**src/rtl/rotated_2bpp_pixel_writer_macros.svh**
```systemverilog
// assertion macros shared by the pixel writer rtl
`ifndef ROTATED_2BPP_PIXEL_WRITER_MACROS_SVH
`define ROTATED_2BPP_PIXEL_WRITER_MACROS_SVH

// condition in this cycle implies a consequence in the same cycle
`define R2P_ASSERT_IMP(label, clk, rst_n, cond, conseq) \
    label: assert property (@(posedge clk) disable iff (!rst_n) (cond) |-> (conseq)) \
        else $error("pixel writer check failed");

// condition in this cycle implies a consequence in the next cycle
`define R2P_ASSERT_NXT(label, clk, rst_n, cond, conseq) \
    label: assert property (@(posedge clk) disable iff (!rst_n) (cond) |=> (conseq)) \
        else $error("pixel writer check failed");

`endif

```
**src/rtl/rot2bpp_pkg.sv**
```systemverilog
`timescale 1ns / 1ps

package rot2bpp_pkg;

    // panel geometry
    localparam int PANEL_WIDTH  = 800;
    localparam int PANEL_HEIGHT = 480;
    localparam int STRIDE       = (PANEL_WIDTH + 3) / 4;
    localparam int FB_BYTES     = STRIDE * PANEL_HEIGHT;

    // field widths
    localparam int POS_W   = 12;
    localparam int COORD_W = 11;
    localparam int CLIP_W  = 10;
    localparam int INDEX_W = 17;
    localparam int CFG_W   = 10;

    // canvas bounds, one bit wider than a coordinate so 2048 still fits
    localparam logic [POS_W-1:0] PW_BOUND = POS_W'(PANEL_WIDTH);
    localparam logic [POS_W-1:0] PH_BOUND = POS_W'(PANEL_HEIGHT);
    localparam logic [POS_W-1:0] PW_LAST  = POS_W'(PANEL_WIDTH - 1);
    localparam logic [POS_W-1:0] PH_LAST  = POS_W'(PANEL_HEIGHT - 1);
    localparam logic [INDEX_W-1:0] STRIDE_K = INDEX_W'(STRIDE);
    localparam logic [INDEX_W-1:0] FB_LIMIT = INDEX_W'(FB_BYTES);

    localparam logic [7:0] LANE_BASE = 8'h03;

    // rotation codes
    localparam logic [1:0] ROT_0   = 2'd0;
    localparam logic [1:0] ROT_90  = 2'd1;
    localparam logic [1:0] ROT_180 = 2'd2;
    localparam logic [1:0] ROT_270 = 2'd3;

    // configuration register indexes
    localparam logic [1:0] REG_ROTATION    = 2'd0;
    localparam logic [1:0] REG_CLIP_ENABLE = 2'd1;
    localparam logic [1:0] REG_CLIP_TOP    = 2'd2;
    localparam logic [1:0] REG_CLIP_BOTTOM = 2'd3;

    typedef struct packed {
        logic signed [POS_W-1:0] pos_x;
        logic signed [POS_W-1:0] pos_y;
        logic [1:0]              gray;
    } plot_t;

    typedef struct packed {
        logic               write_enable;
        logic [INDEX_W-1:0] byte_index;
        logic [7:0]         lane_mask;
        logic [7:0]         lane_value;
    } pix_write_t;

endpackage

```
**src/rtl/rotated_2bpp_pixel_writer.sv**
```systemverilog
`timescale 1ns / 1ps
// channel   | direction | handshake              | payload
// plot      | in        | plot_valid, plot_ready | plot (pos_x, pos_y, gray)
// wr        | out       | wr_valid, wr_ready     | wr (write_enable, byte_index, lane_mask, lane_value)
// cfg       | in        | cfg_write              | cfg_index, cfg_data
//
// three register stages: clip and rotate, row multiply and lane select, address add.
// one request per cycle while wr_ready is high; wr_valid is the stage 3 valid register.
// the row multiply by the byte stride sets the depth of the middle stage.
// rst_n clears the stage valids and the configuration registers.
// a stall on wr_ready holds each full stage with no empty stage after it; empty stages still fill.
`include "rotated_2bpp_pixel_writer_macros.svh"

module rotated_2bpp_pixel_writer
    import rot2bpp_pkg::*;
(
    input  logic             clk,
    input  logic             rst_n,
    input  logic             cfg_write,
    input  logic [1:0]       cfg_index,
    input  logic [CFG_W-1:0] cfg_data,
    input  logic             plot_valid,
    output logic             plot_ready,
    input  plot_t            plot,
    output logic             wr_valid,
    input  logic             wr_ready,
    output pix_write_t       wr
);

    // configuration registers
    logic [1:0]        rotation_reg;
    logic              clip_enable_reg;
    logic [CLIP_W-1:0] clip_top_reg;
    logic [CLIP_W-1:0] clip_bottom_reg;

    // pipeline valids
    logic s1_valid_reg;
    logic s2_valid_reg;
    logic s3_valid_reg;
    logic s1_adv;
    logic s2_adv;
    logic s3_adv;

    // stage 1 payload
    logic               s1_pass_reg;
    logic [COORD_W-1:0] s1_px_reg;
    logic [COORD_W-1:0] s1_py_reg;
    logic [1:0]         s1_gray_reg;

    // stage 2 payload
    logic               s2_pass_reg;
    logic [INDEX_W-1:0] s2_row_reg;
    logic [COORD_W-3:0] s2_col_reg;
    logic [7:0]         s2_mask_reg;
    logic [7:0]         s2_value_reg;

    // stage 3 payload
    pix_write_t s3_reg;

    // stage 1 combinational terms
    logic              portrait;
    logic [POS_W-1:0]  lw;
    logic [POS_W-1:0]  lh;
    logic [POS_W-1:0]  ux;
    logic [POS_W-1:0]  uy;
    logic              canvas_ok;
    logic              window_ok;
    logic [POS_W-1:0]  px_full;
    logic [POS_W-1:0]  py_full;
    logic [2:0]        lane_shift;

    // stall chain: a stage moves when it is empty or the next one moves
    assign s3_adv     = !s3_valid_reg || wr_ready;
    assign s2_adv     = !s2_valid_reg || s3_adv;
    assign s1_adv     = !s1_valid_reg || s2_adv;
    assign plot_ready = s1_adv;

    // configuration writes
    always_ff @(posedge clk or negedge rst_n)
    begin
        if (!rst_n)
        begin
            rotation_reg    <= ROT_0;
            clip_enable_reg <= 1'b0;
            clip_top_reg    <= '0;
            clip_bottom_reg <= '0;
        end
        else if (cfg_write)
        begin
            unique case (cfg_index)
                REG_ROTATION:    rotation_reg    <= cfg_data[1:0];
                REG_CLIP_ENABLE: clip_enable_reg <= cfg_data[0];
                REG_CLIP_TOP:    clip_top_reg    <= cfg_data[CLIP_W-1:0];
                REG_CLIP_BOTTOM: clip_bottom_reg <= cfg_data[CLIP_W-1:0];
            endcase
        end
    end

    // canvas and window clip, rotation to panel space
    always_comb
    begin
        portrait  = (rotation_reg == ROT_90) || (rotation_reg == ROT_270);
        lw        = portrait ? PH_BOUND : PW_BOUND;
        lh        = portrait ? PW_BOUND : PH_BOUND;
        ux        = plot.pos_x;
        uy        = plot.pos_y;
        canvas_ok = !ux[POS_W-1] && !uy[POS_W-1] && (ux < lw) && (uy < lh);
        window_ok = !clip_enable_reg
                    || ((uy >= POS_W'(clip_top_reg)) && (uy < POS_W'(clip_bottom_reg)));
        unique case (rotation_reg)
            ROT_90:
            begin
                px_full = PW_LAST - uy;
                py_full = ux;
            end
            ROT_180:
            begin
                px_full = PW_LAST - ux;
                py_full = PH_LAST - uy;
            end
            ROT_270:
            begin
                px_full = uy;
                py_full = PH_LAST - ux;
            end
            default:
            begin
                px_full = ux;
                py_full = uy;
            end
        endcase
    end

    // a point inside the rotated canvas always lands inside the panel
    always_ff @(posedge clk)
    begin
        if (s1_adv)
        begin
            s1_pass_reg <= canvas_ok && window_ok;
            s1_px_reg   <= px_full[COORD_W-1:0];
            s1_py_reg   <= py_full[COORD_W-1:0];
            s1_gray_reg <= plot.gray;
        end
    end

    // leftmost pixel in the high bits
    assign lane_shift = {~s1_px_reg[1:0], 1'b0};

    // row offset and lane
    always_ff @(posedge clk)
    begin
        if (s2_adv)
        begin
            s2_pass_reg  <= s1_pass_reg;
            s2_row_reg   <= INDEX_W'(s1_py_reg) * STRIDE_K;
            s2_col_reg   <= s1_px_reg[COORD_W-1:2];
            s2_mask_reg  <= LANE_BASE << lane_shift;
            s2_value_reg <= {6'b0, s1_gray_reg} << lane_shift;
        end
    end

    // byte address, clipped points give an all-zero request
    always_ff @(posedge clk)
    begin
        if (s3_adv)
        begin
            s3_reg.write_enable <= s2_pass_reg;
            s3_reg.byte_index   <= s2_pass_reg ? (s2_row_reg + INDEX_W'(s2_col_reg)) : '0;
            s3_reg.lane_mask    <= s2_pass_reg ? s2_mask_reg : '0;
            s3_reg.lane_value   <= s2_pass_reg ? s2_value_reg : '0;
        end
    end

    // stage valids
    always_ff @(posedge clk or negedge rst_n)
    begin
        if (!rst_n)
        begin
            s1_valid_reg <= 1'b0;
            s2_valid_reg <= 1'b0;
            s3_valid_reg <= 1'b0;
        end
        else
        begin
            if (s1_adv)
            begin
                s1_valid_reg <= plot_valid;
            end
            if (s2_adv)
            begin
                s2_valid_reg <= s1_valid_reg;
            end
            if (s3_adv)
            begin
                s3_valid_reg <= s2_valid_reg;
            end
        end
    end

    assign wr_valid = s3_valid_reg;
    assign wr       = s3_reg;

    // checks
    `R2P_ASSERT_IMP(a_lane_one_hot, clk, rst_n, wr_valid && wr.write_enable, (wr.lane_mask == 8'hC0) || (wr.lane_mask == 8'h30) || (wr.lane_mask == 8'h0C) || (wr.lane_mask == 8'h03))
    `R2P_ASSERT_IMP(a_value_in_lane, clk, rst_n, wr_valid, (wr.lane_value & ~wr.lane_mask) == 8'h00)
    `R2P_ASSERT_IMP(a_clipped_zero, clk, rst_n, wr_valid && !wr.write_enable, (wr.byte_index == '0) && (wr.lane_mask == 8'h00) && (wr.lane_value == 8'h00))
    `R2P_ASSERT_IMP(a_index_in_fb, clk, rst_n, wr_valid && wr.write_enable, wr.byte_index < FB_LIMIT)
    `R2P_ASSERT_NXT(a_fill_after_accept, clk, rst_n, plot_valid && plot_ready, s1_valid_reg)

endmodule
```
**config.mk**
```make
export PLATFORM = sky130hd
export DESIGN_NAME = rotated_2bpp_pixel_writer
export DESIGN_NICKNAME = d
export VERILOG_FILES = /design/src/rtl/rot2bpp_pkg.sv /design/src/rtl/rotated_2bpp_pixel_writer.sv
export VERILOG_INCLUDE_DIRS = /design/src /design/src/rtl
export SDC_FILE = /design/constraint.sdc
export NUM_CORES = 1
export LEC_CHECK = 0
export BUFFER_PORTS_ARGS = -buffer_cell sky130_fd_sc_hd__buf_2
export CORE_MARGIN = 4
export CORE_UTILIZATION = 45
export DETAILED_ROUTE_END_ITERATION = 8
export GPL_TIMING_DRIVEN = 0
export SKIP_CTS_REPAIR_TIMING = 1
export SYNTH_ARGS = -nofsm -noshare
export SYNTH_HDL_FRONTEND = slang
export SYNTH_SLANG_ARGS = --single-unit
```
**constraint.sdc**
```tcl
create_clock -name clk -period 5.6 [get_ports clk]
set_input_delay 1.12 -clock clk [delete_from_list [all_inputs] [get_ports clk]]
set_output_delay 1.12 -clock clk [all_outputs]
set_load 0.02 [all_outputs]
```
Word level (Yosys, flattened, before mapping)
Index checks and enable logic that the tools add are counted.

Shift-type cells: 2. Add/sub/neg operators: 5. Equality and inequality tests: 6. Bitwise operators: 1. Reduce and logical (&&, ||, !) cells: 21. Muxes and demuxes: 4. $lt $le $gt $ge: 4. Multipliers: 1.

Operators by type and width (count): $pmux W11 S3 (2); $lt A12 B10 Y1 (3); $sub A10 B11 Y11 const A (2); $sub A9 B11 Y11 const A (2); $mux W10 (2); $add A17 B9 Y17 (1); $mul A11 B5 Y14 const B (1); $ge A12 B10 Y1 (1); $eq A2 B2 Y1 const B (4); $reduce_and A2 Y1 (4); $shl A2 B3 Y8 (1); $shl A2 B3 Y8 const A (1); $logic_not A1 Y1 (6); $logic_and A1 B1 Y1 (5); $logic_or A1 B1 Y1 (5); $eq A2 B1 Y1 const B (2); $logic_not A2 Y1 (1); $not A2 Y2 (1).

Register bits: 125. Input bits: 43. Word-level logic and storage cells: 64. Output and inout port bits: 36.

Logic depth before layout (Yosys ltp)
Depth after elaboration: 7. Gate-level depth with buffers: 11.

Worst setup path before layout
Ideal clock, no wire load.

Path kind: input to output. Start: input wr_ready. End: output plot_ready. Data required time: 4.480 ns. Path buffers: 0. Slack: 2.374 ns. Arrival: 2.106 ns. Cell stages on the path: 1. Path through: nand4b_1.

Cells in the longest elaborated chain, start to end: 3.

Ends and longest elaborated chain: start, declared (RTL line rotated_2bpp_pixel_writer.sv:26) `input logic wr_ready,`; $logic_or A1 B1 Y1 (RTL line rotated_2bpp_pixel_writer.sv:73) `assign s3_adv = !s3_valid_reg || wr_ready;`; $logic_or A1 B1 Y1 (RTL line rotated_2bpp_pixel_writer.sv:74) `assign s2_adv = !s2_valid_reg || s3_adv;`; $logic_or A1 B1 Y1 (RTL line rotated_2bpp_pixel_writer.sv:75) `assign s1_adv = !s1_valid_reg || s2_adv;`; end, declared (RTL line rotated_2bpp_pixel_writer.sv:23) `output logic plot_ready,`.

No other way between the ends.

Final worst setup path
Ends and elaborated chain as after synthesis.

==> impl_metrics.toml <==
[yosys]
synth_xor_area_frac = 0.0384
synthCells = 558
yosys.area_share.adder = 0.142
synth_flop_cell = "edfxtp_1"
synth-edff-count = 91
synth_area_per_cell_um2 = 11.9
synth_top_family_by_area = "adder cells"
synth_seq_cells = 117
synth_compound_area_frac = 0.0798
synth-seq-area-share = 0.511
ys_async_sr_fraction = 0.222
synth-simple-area-share = 0.110
syn_area_um2 = 6620
synthMuxAreaShare = 0.0715
ys_warn_count = 0
synth_fp_nets = 672
yosysUniqueCellTypes = 52

[grt]
grt-ovfl-total = 0
grt_start_max_net_pins = 32
met1_usage = 0.195
met2_usage = 0.238
use_met3 = 0.0445
first_global_vias = 4213
grt.busiest_layer = "met2"
grt_util_all_layers = 0.150
grt_pass1_wl_um = 19800
antenna_found_initial = 0

[place]
place_congestion = 0.887
dpl.hpwl_um = 9470
io_buffers = 77
pre_cts_ws_ns = 1.59

[clocking]
cts_made_buffers = 17
clockBufferDepth = 2
clk_latency_ns = 0.41
cts_tree = "yes"
cts-root-buf = "clkbuf_16"
cts.sinks = 117
clk_pin_slew_ns = 0.05
htreeDepth = 4

[sta]
skew_ns = 0.0115
final_hold_viol_count = 0
tightest_slew_ns = 1.32
timing.fmax_mhz = 313
grt_setup_unrepaired = "false"
final.setup.tns_ns = 0
drv_slew = 0
fin_crit_sh = 0.570
setup_viol = 0
hold_ws_ns = 0.416
period_minus_slack_ns = 3.19
relSlewSlack = 0.120
layout_setup_ws_ns = 2.41

[floorplan]
core_area_um2 = 14500
num_io_pins = 79
die_area_um2 = 16700
die_w_um = 129
num_rows = 44
start_util = 0.457
die_y_um = 129

[cells_and_area]
fillCellCount = 1264
largest_register_ffs = 30
nets = 770
drive_gt1_frac = 0.194
area_delta_synth_final_pct = 18.3
antenna_cells = 0
final_cell_mix = "91 x edfxtp_1, 84 x buf_2, 64 x ha_1"
final_common_cell = "edfxtp_1"
fin_util = 0.541

[worst_setup_path]
path_max_fanout = 10
cp-start-kind = "input port"
required_ns = 4.48
cpMaxStageDelayCell = "nand4b_1"
path_delay_family = "simple AND/OR/NAND/NOR gates"
crit_chain = "buf_2 > nand4b_1 > buf_2"
worstSetupPathType = "input port to output port"
critPathMaxStageDelay_ns = 0.50
end_kind = "output port"
crit_buf_inv = 2
cpMostUsedCell = "buf_2"
worstPathArrival_ns = 2.07

[pwr]
ir_drop_uv = 227
powerDensity_nw_per_um2 = 503
power.leakage_nw = 3.43

[drt]
wl_um = 12100
vias_per_cell = 5.16
drt_iter0_drc = 194
drt-wirelength-per-cell_um = 14.2
vias = 4405
drc = 0
dr.pass1.iters = 8
ant_nets = 0

[outcome]
status = "finished clean"

[flow_run]
drv_cap = 0

[worst_hold_path]
min_path_type = "flip-flop to flip-flop"
## worst reg2reg max path: stages (launching register included)
cell	delay, ns
edfxtp_1	0.44
ha_1	0.32
ha_1	0.27
inv_1	0.05
fa_1	0.49
inv_1	0.04
ha_1	0.34
nand3_1	0.09
o211ai_1	0.27
o21a_1	0.18
a41oi_1	0.14
xnor2_1	0.18
## cell usage after synthesis, types with 2 or more instances
cell type	instances	share of area
o21ai_0	6	0.0045
buf_4	4	0.0045
mux2_1	18	0.031
nand4b_1	2	0.0026
ha_1	64	0.12
mux2i_1	18	0.027
o2111ai_1	3	0.0040
and3_1	2	0.0019
nor3_1	14	0.011
xor2_1	6	0.0079
nor2b_1	8	0.0076
xnor2_1	23	0.030
a31oi_1	3	0.0028
nor3b_1	3	0.0034
nor4_1	3	0.0028
nand2_1	22	0.012
o21ai_1	14	0.011
clkbuf_1	9	0.0051
or4_1	2	0.0023
edfxtp_1	91	0.41
o31a_1	2	0.0026
nand3_1	10	0.0076
o21a_1	3	0.0034
dfrtp_1	26	0.098
fa_1	7	0.021
a211oi_1	4	0.0045
buf_2	7	0.0053
or3_1	3	0.0028
nand4_1	4	0.0038
a21oi_1	26	0.020
nand2b_1	6	0.0057
and2_1	24	0.023
nand3b_1	2	0.0023
a22oi_1	2	0.0023
a21o_1	3	0.0034
mux2_2	8	0.014
nor2_1	34	0.019
o211ai_1	4	0.0045
inv_1	55	0.031
## layer usage
layer,part of all wire,vias up
li1,-,2199
met1,0.46,2063
met2,0.46,117
met3,0.057,26
met4,0.021,0
met5,0,-
## where the power goes
group	internal, mW	switching [mW]	leakage [nW]	total, mW
sequential	1.26	0.0983	1.25	1.36
clock	0.657	0.353	0.283	1.01
combinational	0.686	0.885	1.89	1.57
total	2.60	1.34	3.43	3.94
## cells by family after synthesis
logic type	after synthesis
AND/OR/NAND/NOR	141
flip-flops	117
AO/OA/AOI/OAI	80
buffers and inverters	76
adder cells (fa/ha/maj)	71
multiplexers	44
XOR/XNOR	29
## layout make-up
type,count,area [um^2],share of cell area
sequential,117,3380,0.432
multi-input combinational,365,2920,0.373
clock buffer,24,493,0.0630
timing repair buffer,79,415,0.0531
tap,184,230,0.0294
inverter,56,210,0.0269
buffer,20,98.8,0.0126
clock inverter,8,73.8,0.00943
## final timing paths
check | startpoint | end | slack (ns) | depth (start not counted)
max in group asynchronous | rst_n | clip_top_reg[1]$_DFFE_PN0P_ | 4.50 | 1
min reg2reg | s1_px_reg[3]$_DFFE_PP_ | s2_col_reg[1]$_DFFE_PP_ | 0.42 | 0
max | wr_ready | plot_ready | 2.41 | 3
max reg2reg | s1_py_reg[3]$_DFFE_PP_ | s2_row_reg[16]$_DFFE_PP_ | 2.54 | 11
min in group asynchronous | rst_n | s2_valid_reg$_DFFE_PN0P_ | 0.71 | 1
min | s1_px_reg[3]$_DFFE_PP_ | s2_col_reg[1]$_DFFE_PP_ | 0.42 | 0
## stage by stage
stage | cells | instance area (um^2) | power, mW
2_1_floorplan | 558 | 6620 | 2.58
3_3_place_gp | 819 | 7230 | 2.90
3_5_place_dp | 820 | 7250 | 2.95
6_report | 853 | 7830 | 3.94
5_1_grt | 853 | 7830 | 4.24
4_1_cts | 852 | 7810 | 3.98
(Power assumes the default switching activity.)
